File: src/rtl/core/hdip_pkg.sv
// hdip_pkg: shared types and constants for the hid descriptor item parser
// no dependencies
package hdip_pkg;

  typedef enum logic [2:0] {
    CLS_UNDECIDED   = 3'd0,
    CLS_MOUSE       = 3'd1,
    CLS_KEYBOARD    = 3'd2,
    CLS_UNSUPPORTED = 3'd3,
    CLS_INVALID     = 3'd4
  } class_t;

  localparam logic [1:0] TYPE_GLOBAL   = 2'd1;
  localparam logic [1:0] TYPE_LOCAL    = 2'd2;
  localparam logic [7:0] TAG_USAGE     = 8'd0;
  localparam logic [7:0] TAG_LONG      = 8'd15;
  localparam logic [1:0] SIZE_CODE_4   = 2'd3;
  localparam logic [31:0] PAGE_DESKTOP = 32'd1;
  localparam logic [31:0] USAGE_MOUSE  = 32'd2;
  localparam logic [31:0] USAGE_KBD    = 32'd6;

  typedef struct packed {
    class_t      class_status;
    logic        item_truncated;
    logic [31:0] item_data;
    logic [7:0]  item_size;
    logic [7:0]  item_tag;
    logic [1:0]  item_type;
    logic        item_format;
  } item_t;

endpackage

File: src/rtl/core/hid_descriptor_item_parser_top.sv
// hid_descriptor_item_parser_top: splits a hid report descriptor into items
// and classifies the device from the first two items; depends on hdip_pkg
//
//   channel   dir  tdata                                   tlast
//   s_axis    in   desc_byte[7:0]                          last_byte
//   m_axis    out  item fields, 56 bits (see port comment) descriptor_end
//
// one byte is taken every cycle unless a stalled result holds the input; each
// byte is held in the input register, and its item result, if any, is then registered in the output register
// rst clears parser phase, item count and class; phase, item count and class
// also return to their reset values after each descriptor's final byte
// a stalled result holds the input register, which in turn drops s_axis_tready
module hid_descriptor_item_parser_top (
  input  logic        clk,
  input  logic        rst,
  input  logic        s_axis_tvalid,
  output logic        s_axis_tready,
  input  logic [7:0]  s_axis_tdata,   // desc_byte[7:0]
  input  logic        s_axis_tlast,   // last_byte
  output logic        m_axis_tvalid,
  input  logic        m_axis_tready,
  // item_format[0], item_type[2:1], item_tag[10:3], item_size[18:11],
  // item_data[50:19], item_truncated[51], class_status[54:52], zero[55]
  output logic [55:0] m_axis_tdata,
  output logic        m_axis_tlast    // descriptor_end
);

  typedef enum logic [2:0] {
    PH_PREFIX = 3'd0,
    PH_LSIZE  = 3'd1,
    PH_LTAG   = 3'd2,
    PH_LSKIP  = 3'd3,
    PH_SDATA  = 3'd4
  } phase_t;

  // input register
  logic       in_valid;
  logic [7:0] in_byte;
  logic       in_last;

  // parser state
  phase_t         parse_phase, parse_phase_next;
  logic [7:0]     bytes_left, bytes_left_next;
  logic [1:0]     data_index, data_index_next;
  logic [31:0]    data_accum, data_accum_next;
  logic [1:0]     held_type, held_type_next;
  logic [7:0]     held_tag, held_tag_next;
  logic [7:0]     held_size, held_size_next;
  logic           held_long, held_long_next;
  logic [1:0]     items_seen, items_seen_next;
  hdip_pkg::class_t class_state, class_state_next;

  // result register
  hdip_pkg::item_t out_item;
  logic            out_last;

  logic             out_free;
  logic             step;
  logic             emit;
  logic             trunc;
  hdip_pkg::class_t cls;
  hdip_pkg::item_t  item_next;
  logic             first_ok;
  logic             second_form;

  assign out_free      = !m_axis_tvalid || m_axis_tready;
  assign step          = in_valid && out_free;
  assign s_axis_tready = !in_valid || out_free;

  always_comb begin
    parse_phase_next = parse_phase;
    bytes_left_next  = bytes_left;
    data_index_next  = data_index;
    data_accum_next  = data_accum;
    held_type_next   = held_type;
    held_tag_next    = held_tag;
    held_size_next   = held_size;
    held_long_next   = held_long;
    items_seen_next  = items_seen;
    class_state_next = class_state;
    emit             = 1'b0;
    trunc            = 1'b0;

    unique case (parse_phase)
      PH_LSIZE: begin
        held_size_next   = in_byte;
        parse_phase_next = PH_LTAG;
      end
      PH_LTAG: begin
        held_tag_next    = in_byte;
        bytes_left_next  = held_size;
        parse_phase_next = PH_LSKIP;
        emit             = (held_size == 8'd0);
      end
      PH_LSKIP: begin
        bytes_left_next = bytes_left - 8'd1;
        emit            = (bytes_left_next == 8'd0);
      end
      PH_SDATA: begin
        unique case (data_index)
          2'd0: data_accum_next = data_accum | {24'd0, in_byte};
          2'd1: data_accum_next = data_accum | {16'd0, in_byte, 8'd0};
          2'd2: data_accum_next = data_accum | {8'd0, in_byte, 16'd0};
          default: data_accum_next = data_accum | {in_byte, 24'd0};
        endcase
        data_index_next = data_index + 2'd1;
        bytes_left_next = bytes_left - 8'd1;
        emit            = (bytes_left_next == 8'd0);
      end
      default: begin
        held_type_next  = in_byte[3:2];
        held_tag_next   = {4'd0, in_byte[7:4]};
        data_accum_next = 32'd0;
        data_index_next = 2'd0;
        if (in_byte[7:4] == hdip_pkg::TAG_LONG[3:0]) begin
          held_long_next   = 1'b1;
          held_size_next   = 8'd0;
          parse_phase_next = PH_LSIZE;
        end else begin
          held_long_next   = 1'b0;
          held_size_next   = (in_byte[1:0] == hdip_pkg::SIZE_CODE_4) ? 8'd4
                                                                      : {6'd0, in_byte[1:0]};
          bytes_left_next  = held_size_next;
          parse_phase_next = PH_SDATA;
          emit             = (held_size_next == 8'd0);
        end
      end
    endcase

    if (!emit && in_last) begin
      emit  = 1'b1;
      trunc = 1'b1;
    end

    first_ok = !held_long_next && held_size_next == 8'd1 &&
               held_type_next == hdip_pkg::TYPE_GLOBAL &&
               held_tag_next == hdip_pkg::TAG_USAGE &&
               data_accum_next == hdip_pkg::PAGE_DESKTOP;
    second_form = !held_long_next && held_size_next == 8'd1 &&
                  held_type_next == hdip_pkg::TYPE_LOCAL &&
                  held_tag_next == hdip_pkg::TAG_USAGE;

    cls = class_state;
    if (class_state == hdip_pkg::CLS_UNDECIDED) begin
      if (items_seen == 2'd0) begin
        if (trunc || in_last || !first_ok) cls = hdip_pkg::CLS_INVALID;
      end else if (items_seen == 2'd1) begin
        priority if (trunc || !second_form) cls = hdip_pkg::CLS_INVALID;
        else if (data_accum_next == hdip_pkg::USAGE_MOUSE) cls = hdip_pkg::CLS_MOUSE;
        else if (data_accum_next == hdip_pkg::USAGE_KBD) cls = hdip_pkg::CLS_KEYBOARD;
        else cls = hdip_pkg::CLS_UNSUPPORTED;
      end
    end

    item_next.item_format    = held_long_next;
    item_next.item_type      = held_type_next;
    item_next.item_tag       = held_tag_next;
    item_next.item_size      = held_size_next;
    item_next.item_data      = held_long_next ? 32'd0 : data_accum_next;
    item_next.item_truncated = trunc;
    item_next.class_status   = cls;

    if (emit) begin
      class_state_next = cls;
      if (items_seen != 2'd3) items_seen_next = items_seen + 2'd1;
      parse_phase_next = PH_PREFIX;
      bytes_left_next  = 8'd0;
      data_index_next  = 2'd0;
      if (in_last) begin
        items_seen_next  = 2'd0;
        class_state_next = hdip_pkg::CLS_UNDECIDED;
      end
    end
  end

  always_ff @(posedge clk) begin
    if (s_axis_tvalid && s_axis_tready) begin
      in_byte <= s_axis_tdata;
      in_last <= s_axis_tlast;
    end
    if (step && emit) begin
      out_item <= item_next;
      out_last <= in_last;
    end
    if (rst) begin
      in_valid      <= 1'b0;
      m_axis_tvalid <= 1'b0;
      parse_phase   <= PH_PREFIX;
      bytes_left    <= 8'd0;
      data_index    <= 2'd0;
      items_seen    <= 2'd0;
      class_state   <= hdip_pkg::CLS_UNDECIDED;
      data_accum    <= 32'd0;
      held_type     <= 2'd0;
      held_tag      <= 8'd0;
      held_size     <= 8'd0;
      held_long     <= 1'b0;
    end else begin
      if (s_axis_tready) in_valid <= s_axis_tvalid;
      if (step) begin
        parse_phase <= parse_phase_next;
        bytes_left  <= bytes_left_next;
        data_index  <= data_index_next;
        items_seen  <= items_seen_next;
        class_state <= class_state_next;
        data_accum  <= data_accum_next;
        held_type   <= held_type_next;
        held_tag    <= held_tag_next;
        held_size   <= held_size_next;
        held_long   <= held_long_next;
      end
      if (out_free) m_axis_tvalid <= step && emit;
    end
  end

  assign m_axis_tdata = {1'b0, out_item};
  assign m_axis_tlast = out_last;

endmodule
File: config.mk
export PLATFORM = sky130hd
export DESIGN_NAME = hid_descriptor_item_parser_top
export DESIGN_NICKNAME = d
export VERILOG_FILES = /design/src/rtl/core/hdip_pkg.sv /design/src/rtl/core/hid_descriptor_item_parser_top.sv
export SDC_FILE = /design/constraint.sdc
export NUM_CORES = 1
export LEC_CHECK = 0
export BUFFER_PORTS_ARGS = -buffer_cell sky130_fd_sc_hd__buf_2
export CORE_UTILIZATION = 45
export DETAILED_ROUTE_END_ITERATION = 12
export PLACE_DENSITY = 0.63
export SLEW_MARGIN = 10
export SYNTH_ARGS = -nofsm -noshare
export SYNTH_HDL_FRONTEND = slang
export SYNTH_SLANG_ARGS = --single-unit
File: constraint.sdc
create_clock -name clk -period 3.7 [get_ports clk]
set_clock_uncertainty 0.15 [all_clocks]
set_input_delay 0.37 -clock clk [delete_from_list [all_inputs] [get_ports clk]]
set_output_delay 0.37 -clock clk [all_outputs]
set_load 0.01 [all_outputs]
* Word-level counts from Yosys, hierarchy flattened
Cells that the tools add are included.
W data, S select, Z words.
** Word-level totals
- Output and inout port bits :: 59
- Register bits after elaboration :: 136
- Word-level logic and storage cells :: 119
- Input port bits :: 13
** Operators by class
- Bitwise logic cells :: 4
- Reduce and logical (&&, ||, !) cells :: 39
- Multiplexer cells :: 31
- $add $sub $neg :: 3
- Eq/ne operators :: 20
** Operators by type and width (number)
- $pmux W32 S3 :: 1
- $pmux W32 S2 :: 1
- $eq A32 B1 Y1 const B :: 1
- $eq A32 B2 Y1 const B :: 1
- $eq A32 B3 Y1 const B :: 1
- $logic_not A8 Y1 :: 4
- $or A32 B16 Y32 :: 1
- $or A32 B24 Y32 :: 1
- $or A32 B32 Y32 :: 1
- $or A32 B8 Y32 :: 1
- $pmux W8 S2 :: 2
- $mux W3 :: 10
- $pmux W8 S3 :: 1
- $mux W8 :: 2
- $logic_and A1 B1 Y1 :: 10
- $mux W2 :: 5
- $pmux W3 S3 :: 1
- $reduce_or A3 Y1 :: 3
- $eq A8 B1 Y1 const B :: 1
- $sub A8 B1 Y8 const B :: 1
- $eq A2 B1 Y1 const B :: 3
- $eq A2 B2 Y1 const B :: 3
- $eq A3 B2 Y1 const B :: 2
- $logic_not A1 Y1 :: 6
- other kinds (18) :: 34

* Depth between registers and ports, before layout
- Depth in word-level cells :: 15
- Depth in mapped cells :: 10
- Gate-level depth less buffers :: 10

* Worst setup path after synthesis
OpenSTA, ideal clock, no wires.
- Path type :: reg2reg
- From :: reg bytes_left[0]
- To :: reg class_state[0]
- Path buffers :: 0
- Setup time :: 0.078 ns
- Clock period less this slack :: 3.349 ns
- Data required time :: 3.472 ns
- Path slack :: 0.351 ns
- Stages on the path, launching flop included :: 10
- Data arrival time :: 3.121 ns
- Path through :: dfxtp_1 inv_1 ha_1 o21a_1 o32ai_1 a311o_2 nand2_1 inv_1 o211ai_1 o21ai_0
** On the way
- Cells in the longest elaborated chain, start to end :: 12
- Elaborated cells on any way between the ends :: 17
- Those cells by class :: 1 x add/sub; 9 x mux; 7 x reduce/logical
** RTL lines
- from (decl) :: line hid_descriptor_item_parser_top.sv:43 : logic [7:0] bytes_left, bytes_left_next;
- from (signal assigned) :: line hid_descriptor_item_parser_top.sv:202 : bytes_left <= bytes_left_next;
- $sub A8 B1 Y8 * :: line hid_descriptor_item_parser_top.sv:96, hid_descriptor_item_parser_top.sv:107
- $logic_not A8 Y1 * :: line hid_descriptor_item_parser_top.sv:97, hid_descriptor_item_parser_top.sv:108
- $pmux W1 S3 * :: line hid_descriptor_item_parser_top.sv:84 : unique case (parse_phase)
- $logic_not A1 Y1 :: line hid_descriptor_item_parser_top.sv:130 : if (!emit && in_last) begin
- $logic_and A1 B1 Y1 :: line hid_descriptor_item_parser_top.sv:130
- $mux W1 :: line hid_descriptor_item_parser_top.sv:130
- $logic_or A1 B1 Y1 (on tied branches) :: line hid_descriptor_item_parser_top.sv:148, hid_descriptor_item_parser_top.sv:146
- $mux W3 / $logic_or A1 B1 Y1 (equally long branches) :: line hid_descriptor_item_parser_top.sv:148, hid_descriptor_item_parser_top.sv:146
- $mux W3 (on tied branches) :: line hid_descriptor_item_parser_top.sv:147, hid_descriptor_item_parser_top.sv:146
- $mux W3 :: line hid_descriptor_item_parser_top.sv:145 : if (items_seen == 2'd0) begin
- $mux W3 :: line hid_descriptor_item_parser_top.sv:144 : if (class_state == hdip_pkg::CLS_UNDECIDED) begin
- $mux W3 :: line hid_descriptor_item_parser_top.sv:169 : if (in_last) begin
- to (signal assigned) :: line hid_descriptor_item_parser_top.sv:192 : class_state <= hdip_pkg::CLS_UNDECIDED;
- to (signal assigned) :: line hid_descriptor_item_parser_top.sv:205 : class_state <= class_state_next;
- to (decl) :: line hid_descriptor_item_parser_top.sv:51 : hdip_pkg::class_t class_state, class_state_next;
Every way passes the cells marked *; elsewhere a longest branch is shown, timed or not.
A chain may end at the register's enable or synchronous reset.

* Final worst setup path
- From :: reg parse_phase[2]
- To :: reg out_item, in the netlist m_axis_tdata[53] (data pin)
** On the way
- Cells in the longest elaborated chain, start to end :: 13
- Elaborated cells on any way between the ends :: 42
- Those cells by class :: 9 x eq/ne; 13 x mux; 20 x reduce/logical
** RTL lines
- from (decl) :: line hid_descriptor_item_parser_top.sv:42 : phase_t parse_phase, parse_phase_next;
- from (signal assigned) :: line hid_descriptor_item_parser_top.sv:201 : parse_phase <= parse_phase_next;
- $eq A3 B3 Y1 (tied with other cells) :: line hid_descriptor_item_parser_top.sv:84
- $reduce_or A3 Y1 (no line) / $reduce_or A4 Y1 (equally long branches)
- $pmux W8 S2 / $mux W1 (equally long branches) :: line hid_descriptor_item_parser_top.sv:84
- $eq A8 B1 Y1 / $logic_not A1 Y1 (equally long branches) :: line hid_descriptor_item_parser_top.sv:135, hid_descriptor_item_parser_top.sv:139
- $logic_and A1 B1 Y1 :: line hid_descriptor_item_parser_top.sv:135, hid_descriptor_item_parser_top.sv:139
- $logic_and A1 B1 Y1 (on tied branches) :: line hid_descriptor_item_parser_top.sv:139, hid_descriptor_item_parser_top.sv:135
- $logic_and A1 B1 Y1 (on tied branches) :: line hid_descriptor_item_parser_top.sv:140, hid_descriptor_item_parser_top.sv:136
- $logic_not A1 Y1 / $logic_and A1 B1 Y1 (equally long branches) :: line hid_descriptor_item_parser_top.sv:148, hid_descriptor_item_parser_top.sv:137
- $logic_or A1 B1 Y1 / $logic_not A1 Y1 (equally long branches) :: line hid_descriptor_item_parser_top.sv:148, hid_descriptor_item_parser_top.sv:146
- $mux W3 / $logic_or A1 B1 Y1 (equally long branches) :: line hid_descriptor_item_parser_top.sv:148, hid_descriptor_item_parser_top.sv:146
- $mux W3 (on tied branches) :: line hid_descriptor_item_parser_top.sv:147, hid_descriptor_item_parser_top.sv:146
- $mux W3 * :: line hid_descriptor_item_parser_top.sv:145
- $mux W3 * :: line hid_descriptor_item_parser_top.sv:144
- via cls[1] :: line hid_descriptor_item_parser_top.sv:61 : hdip_pkg::class_t cls;
- to (signal assigned) :: line hid_descriptor_item_parser_top.sv:182 : out_item <= item_next;
- to (decl) :: line hid_descriptor_item_parser_top.sv:54 : hdip_pkg::item_t out_item;
The timed path passes the listed nets; every way through them passes the cells marked *.

==> summary.txt <==
Global route
  • Vias in the first global route: 5250
  • GRT Overall Usage: 23.73%
  • Initial antenna violation count: 0
  • Global route overflow: 0
  • Largest net degree at the start of global routing: 56
  • First-pass GRT wire length: 27230 um

Setup path
  • CP max-delay cell: nor4b_2
  • CP Class: reg2reg
  • Cell breakdown of the critical path: nor4b_2 -> a31oi_1 -> or4_1 -> nor2_1 -> nand4b_1 -> a211oi_2 -> o21bai_1
  • CP endpoint kind: flip-flop
  • Required @ worst endpoint: 3.73 ns
  • Family with the most delay on the worst path: simple AND/OR/NAND/NOR gates
  • Max incr delay on CP: 0.73 ns
  • CP bufs+invs: 0
  • Worst Path Max Fanout: 15
  • Worst setup SP type: flip-flop
  • Crit path arrival time: 3.20 ns

Pwr
  • Logic pwr share: 8.4%
  • Clock power share: 44.6%
  • Leakage: 2.996 nW
  • Total chip power: 3.545 mW
  • Peak supply drop: 307.6 uV
  • Switch Pwr: 0.8558 mW
  • Flop pwr share: 47.0%
  • Internal power: 2.689 mW
  • Sw Share: 24.14%
  • Pwr Density: 453.6 nW/um2

STA
  • Final setup viols: 0
  • Final Hold Vio Count: 0
  • Setup TNS: 0 ns
  • Unrepaired setup endpoints after global routing: false
  • Final period util: 85.72%
  • Hold WS: 0.03286 ns
  • Setup ws final: 0.5282 ns
  • Period minus WS final: 3.172 ns
  • Relative slew slack: 47.87%
  • Final Slew Violations: 0
  • Fmax achieved: 315.3 MHz
  • Worst Tran Pin Value: 0.7767 ns

Clock tree
  • H-tree depth: 4
  • Root Buffer: clkbuf_16
  • CTS buffer count: 17
  • Post-CTS Setup Repair Bufs: 0
  • CTS clk-pin slew, worst paths: 0.06 ns
  • CTS tree: done
  • Clock Sinks: 136
  • Max clock buf depth: 2
  • Clock latency at the later pin of the worst-skew pair: 0.43 ns

Yosys
  • Synthesized instance count: 709
  • Adder-cell share of the synthesized area: 2.072%
  • Post-synth cell types: 65
  • Post-synth EDFFs: 65
  • Sequential area share after synthesis: 50.79%
  • Asr flop ratio synth: 0%
  • Syn Area/Cell: 9.367 um2
  • Top FF cell, synth: dfxtp_1
  • Post-synthesis simple-gate area fraction: 20.16%
  • Mapped cell area: 6641 um2
  • Syn. warnings: 0
  • Complex-gate fraction of the synthesized area: 20.86%
  • Synthesis-stage register bit count: 136
  • Mux share of post-synthesis cell area: 0.4898%
  • Main combinational cell family by area after synthesis: compound AO/OA/AOI/OAI gates
  • Post-Syn Nets: 733
  • Synth Area in XOR/XNOR: 0.9043%

Drt
  • Initial DRT Pass Iterations: 7
  • Routed wire length: 17390 um
  • Detailed-routed wire length on met2: 7803 um
  • Metal-1 WL: 8021 um
  • Routed wire per std cell: 17.91 um
  • Vias per cell: 5.858
  • DR top layer: met4
  • DRT antenna net count: 0
  • Met3 wire len: 1097 um
  • Iteration-0 DRC Markers: 648
  • Routed vias: 5688
  • Drc violations: 0

Finish
  • Area grow syn2layout: 17.65%
  • # fillers: 1299
  • Antenna cells: 0
  • Fin cells: 971
  • Fin nets: 798
  • Share of layout cells above drive strength 1: 16.26%

Placement
  • Pre-CTS WS: 0.5696 ns
  • Gpl congestion: 0.9238
  • Detailed placement HPWL: 11720 um
  • IO Port Bufs: 70
  • Placed insts: 930

Flow run
  • Max cap viols: 0

Worst hold path
  • Hold Path Class: in2reg

Die
  • Rows: 44
  • Die ar.: 15250 um2
  • Placeable core region: 14480 um2
  • Starting Density: 45.87%
  • Die width: 123.5 um
  • Top Ports: 72
  • Die Ht: 123.5 um

Run status
  • Status: completed
## Yosys cell counts (2+ instances only)
master     instances  area, um2
a311oi_1           2      17.52
a21boi_0           2      15.01
or4_1              6      45.04
clkbuf_1          42      157.7
nor3b_1            5      37.54
a211o_1            4      35.03
nor2_1           111      416.7
a2111oi_0          3      26.28
a21oi_1           56      280.3
o2111ai_1          2      17.52
nand3_1           14      70.07
o22ai_1            6      37.54
edfxtp_1          65       1952
nand4_1            7      43.79
o21ai_0           26      130.1
o21a_1             9      67.56
nand2b_1           9      56.30
o21ai_1            3      15.01
ha_1              11      137.6
nand3b_1           8      60.06
dfxtp_1           71       1421
a22oi_1           44      330.3
nor2b_1           15      93.84
a211oi_1          13      97.59
and3_1             4      25.02
or3b_2             2      17.52
and4_1             3      26.28
inv_1             24      90.09
mux2_2             2      22.52
nand2_1           31      116.4
o31ai_1            2      15.01
or2_2              2      12.51
xor2_1             2      17.52
xnor2_1            3      26.28
a31oi_1            3      18.77
and2_1             8      50.05
buf_2              8      40.04
a2bb2oi_1         13      113.9
nor4_1            15      93.84
nor3_1            18      90.09
o21bai_1           8      60.06
o211ai_1           4      30.03
## power groups by stage
stage                     combinational [mW]  sequential, mW  clock, mW
after floorplan                        0.189            1.69          0
after global placement                 0.283            1.69          0
after detailed placement               0.288            1.70          0
after CTS                              0.297            1.67       1.60
after global routing                   0.327            1.67       1.66
final                                  0.299            1.67       1.58
## worst reg2reg max path, cell delays in order (launching register included)
cell and delay, ns:
dfxtp_1 0.62, nor4b_2 0.73, a31oi_1 0.19, or4_1 0.50, nor2_1 0.12, nand4b_1 0.22, a211oi_2 0.30, o21bai_1 0.09
## registers in the layout, summed over array words and instances, names as in the netlist, 2 cells and up
register	count
class_state	3
data_accum	32
held_type	2
held_tag	8
data_index	2
bytes_left	8
items_seen	2
parse_phase	3
held_size	8
in_byte	8
m_axis_tdata	55
## cell families after synthesis
logic type      count (synthesis)
simple gates                  267
compound gates                208
flops                         136
buf+inv                        77
fa+ha+maj                      11
xor+xnor                        6
mux                             3
other cells                     1
## timing repair
item / 4_1_cts / 5_1_grt
resized for setup: 0 / 0
endpoints found under the hold margin: 9 / 0
hold buffers: 9 / 0
## worst paths after layout
check | from | end | slack (ns) | cells past startpoint
min reg2reg | class_state[1]$_SDFFE_PP0P_ | class_state[1]$_SDFFE_PP0P_ | 0.32 | 2
min | s_axis_tvalid | in_valid$_SDFFE_PP0N_ | 0.03 | 3
max | parse_phase[2]$_SDFFE_PP0P_ | m_axis_tdata[53]$_DFFE_PP_ | 0.53 | 7
max reg2reg | parse_phase[2]$_SDFFE_PP0P_ | m_axis_tdata[53]$_DFFE_PP_ | 0.53 | 7
## layer usage
| layer | global-route usage [%] | vias to the layer above |
|---|---|---|
| li1 | - | 2731 |
| met2 | 35.72 | 225 |
| met4 | 10.54 | 0 |
| met5 | 0 | - |
| met3 | 4.244 | 38 |
| met1 | 33.23 | 2694 |
## through the flow
stage | util (%) | instance area, um2
2_1_floorplan | - | 6641
3_3_place_gp | 49.57 | 7177
3_5_place_dp | 49.57 | 7177
4_1_cts | 53.97 | 7814
5_1_grt | 53.97 | 7814
6_report | 53.97 | 7814
## layout by cell type (no fill, tap or decap), types with 9 or more instances in the layout
cell type,netlist,layout
dlygate4sd3_1,0,9
nand3_1,14,14
clkbuf_16,0,17
nor2_1,111,111
o21ai_0,26,25
buf_2,8,70
a2bb2oi_1,13,13
inv_1,24,23
nand2b_1,9,9
a211oi_1,13,13
nor3_1,18,18
ha_1,11,11
o21a_1,9,9
buf_4,1,18
nor2b_1,15,15
nor4_1,15,15
edfxtp_1,65,65
nand2_1,31,31
dfxtp_1,71,71
a22oi_1,44,44
a21oi_1,56,56
## layout make-up
| cell class | instances | area (um2) | area share, % |
|---|---|---|---|
| Multi-Input combinational cell | 496 | 2958 | 37.85 |
| Clock inverter | 7 | 71.32 | 0.9127 |
| Timing Repair Buffer | 99 | 615.6 | 7.878 |
| Tap cell | 184 | 230.2 | 2.946 |
| Clock buffer | 25 | 475.5 | 6.085 |
| Sequential cell | 136 | 3373 | 43.17 |
| Inverter | 24 | 90.09 | 1.153 |
No activity file was read; power rests on OpenSTA's default activity.
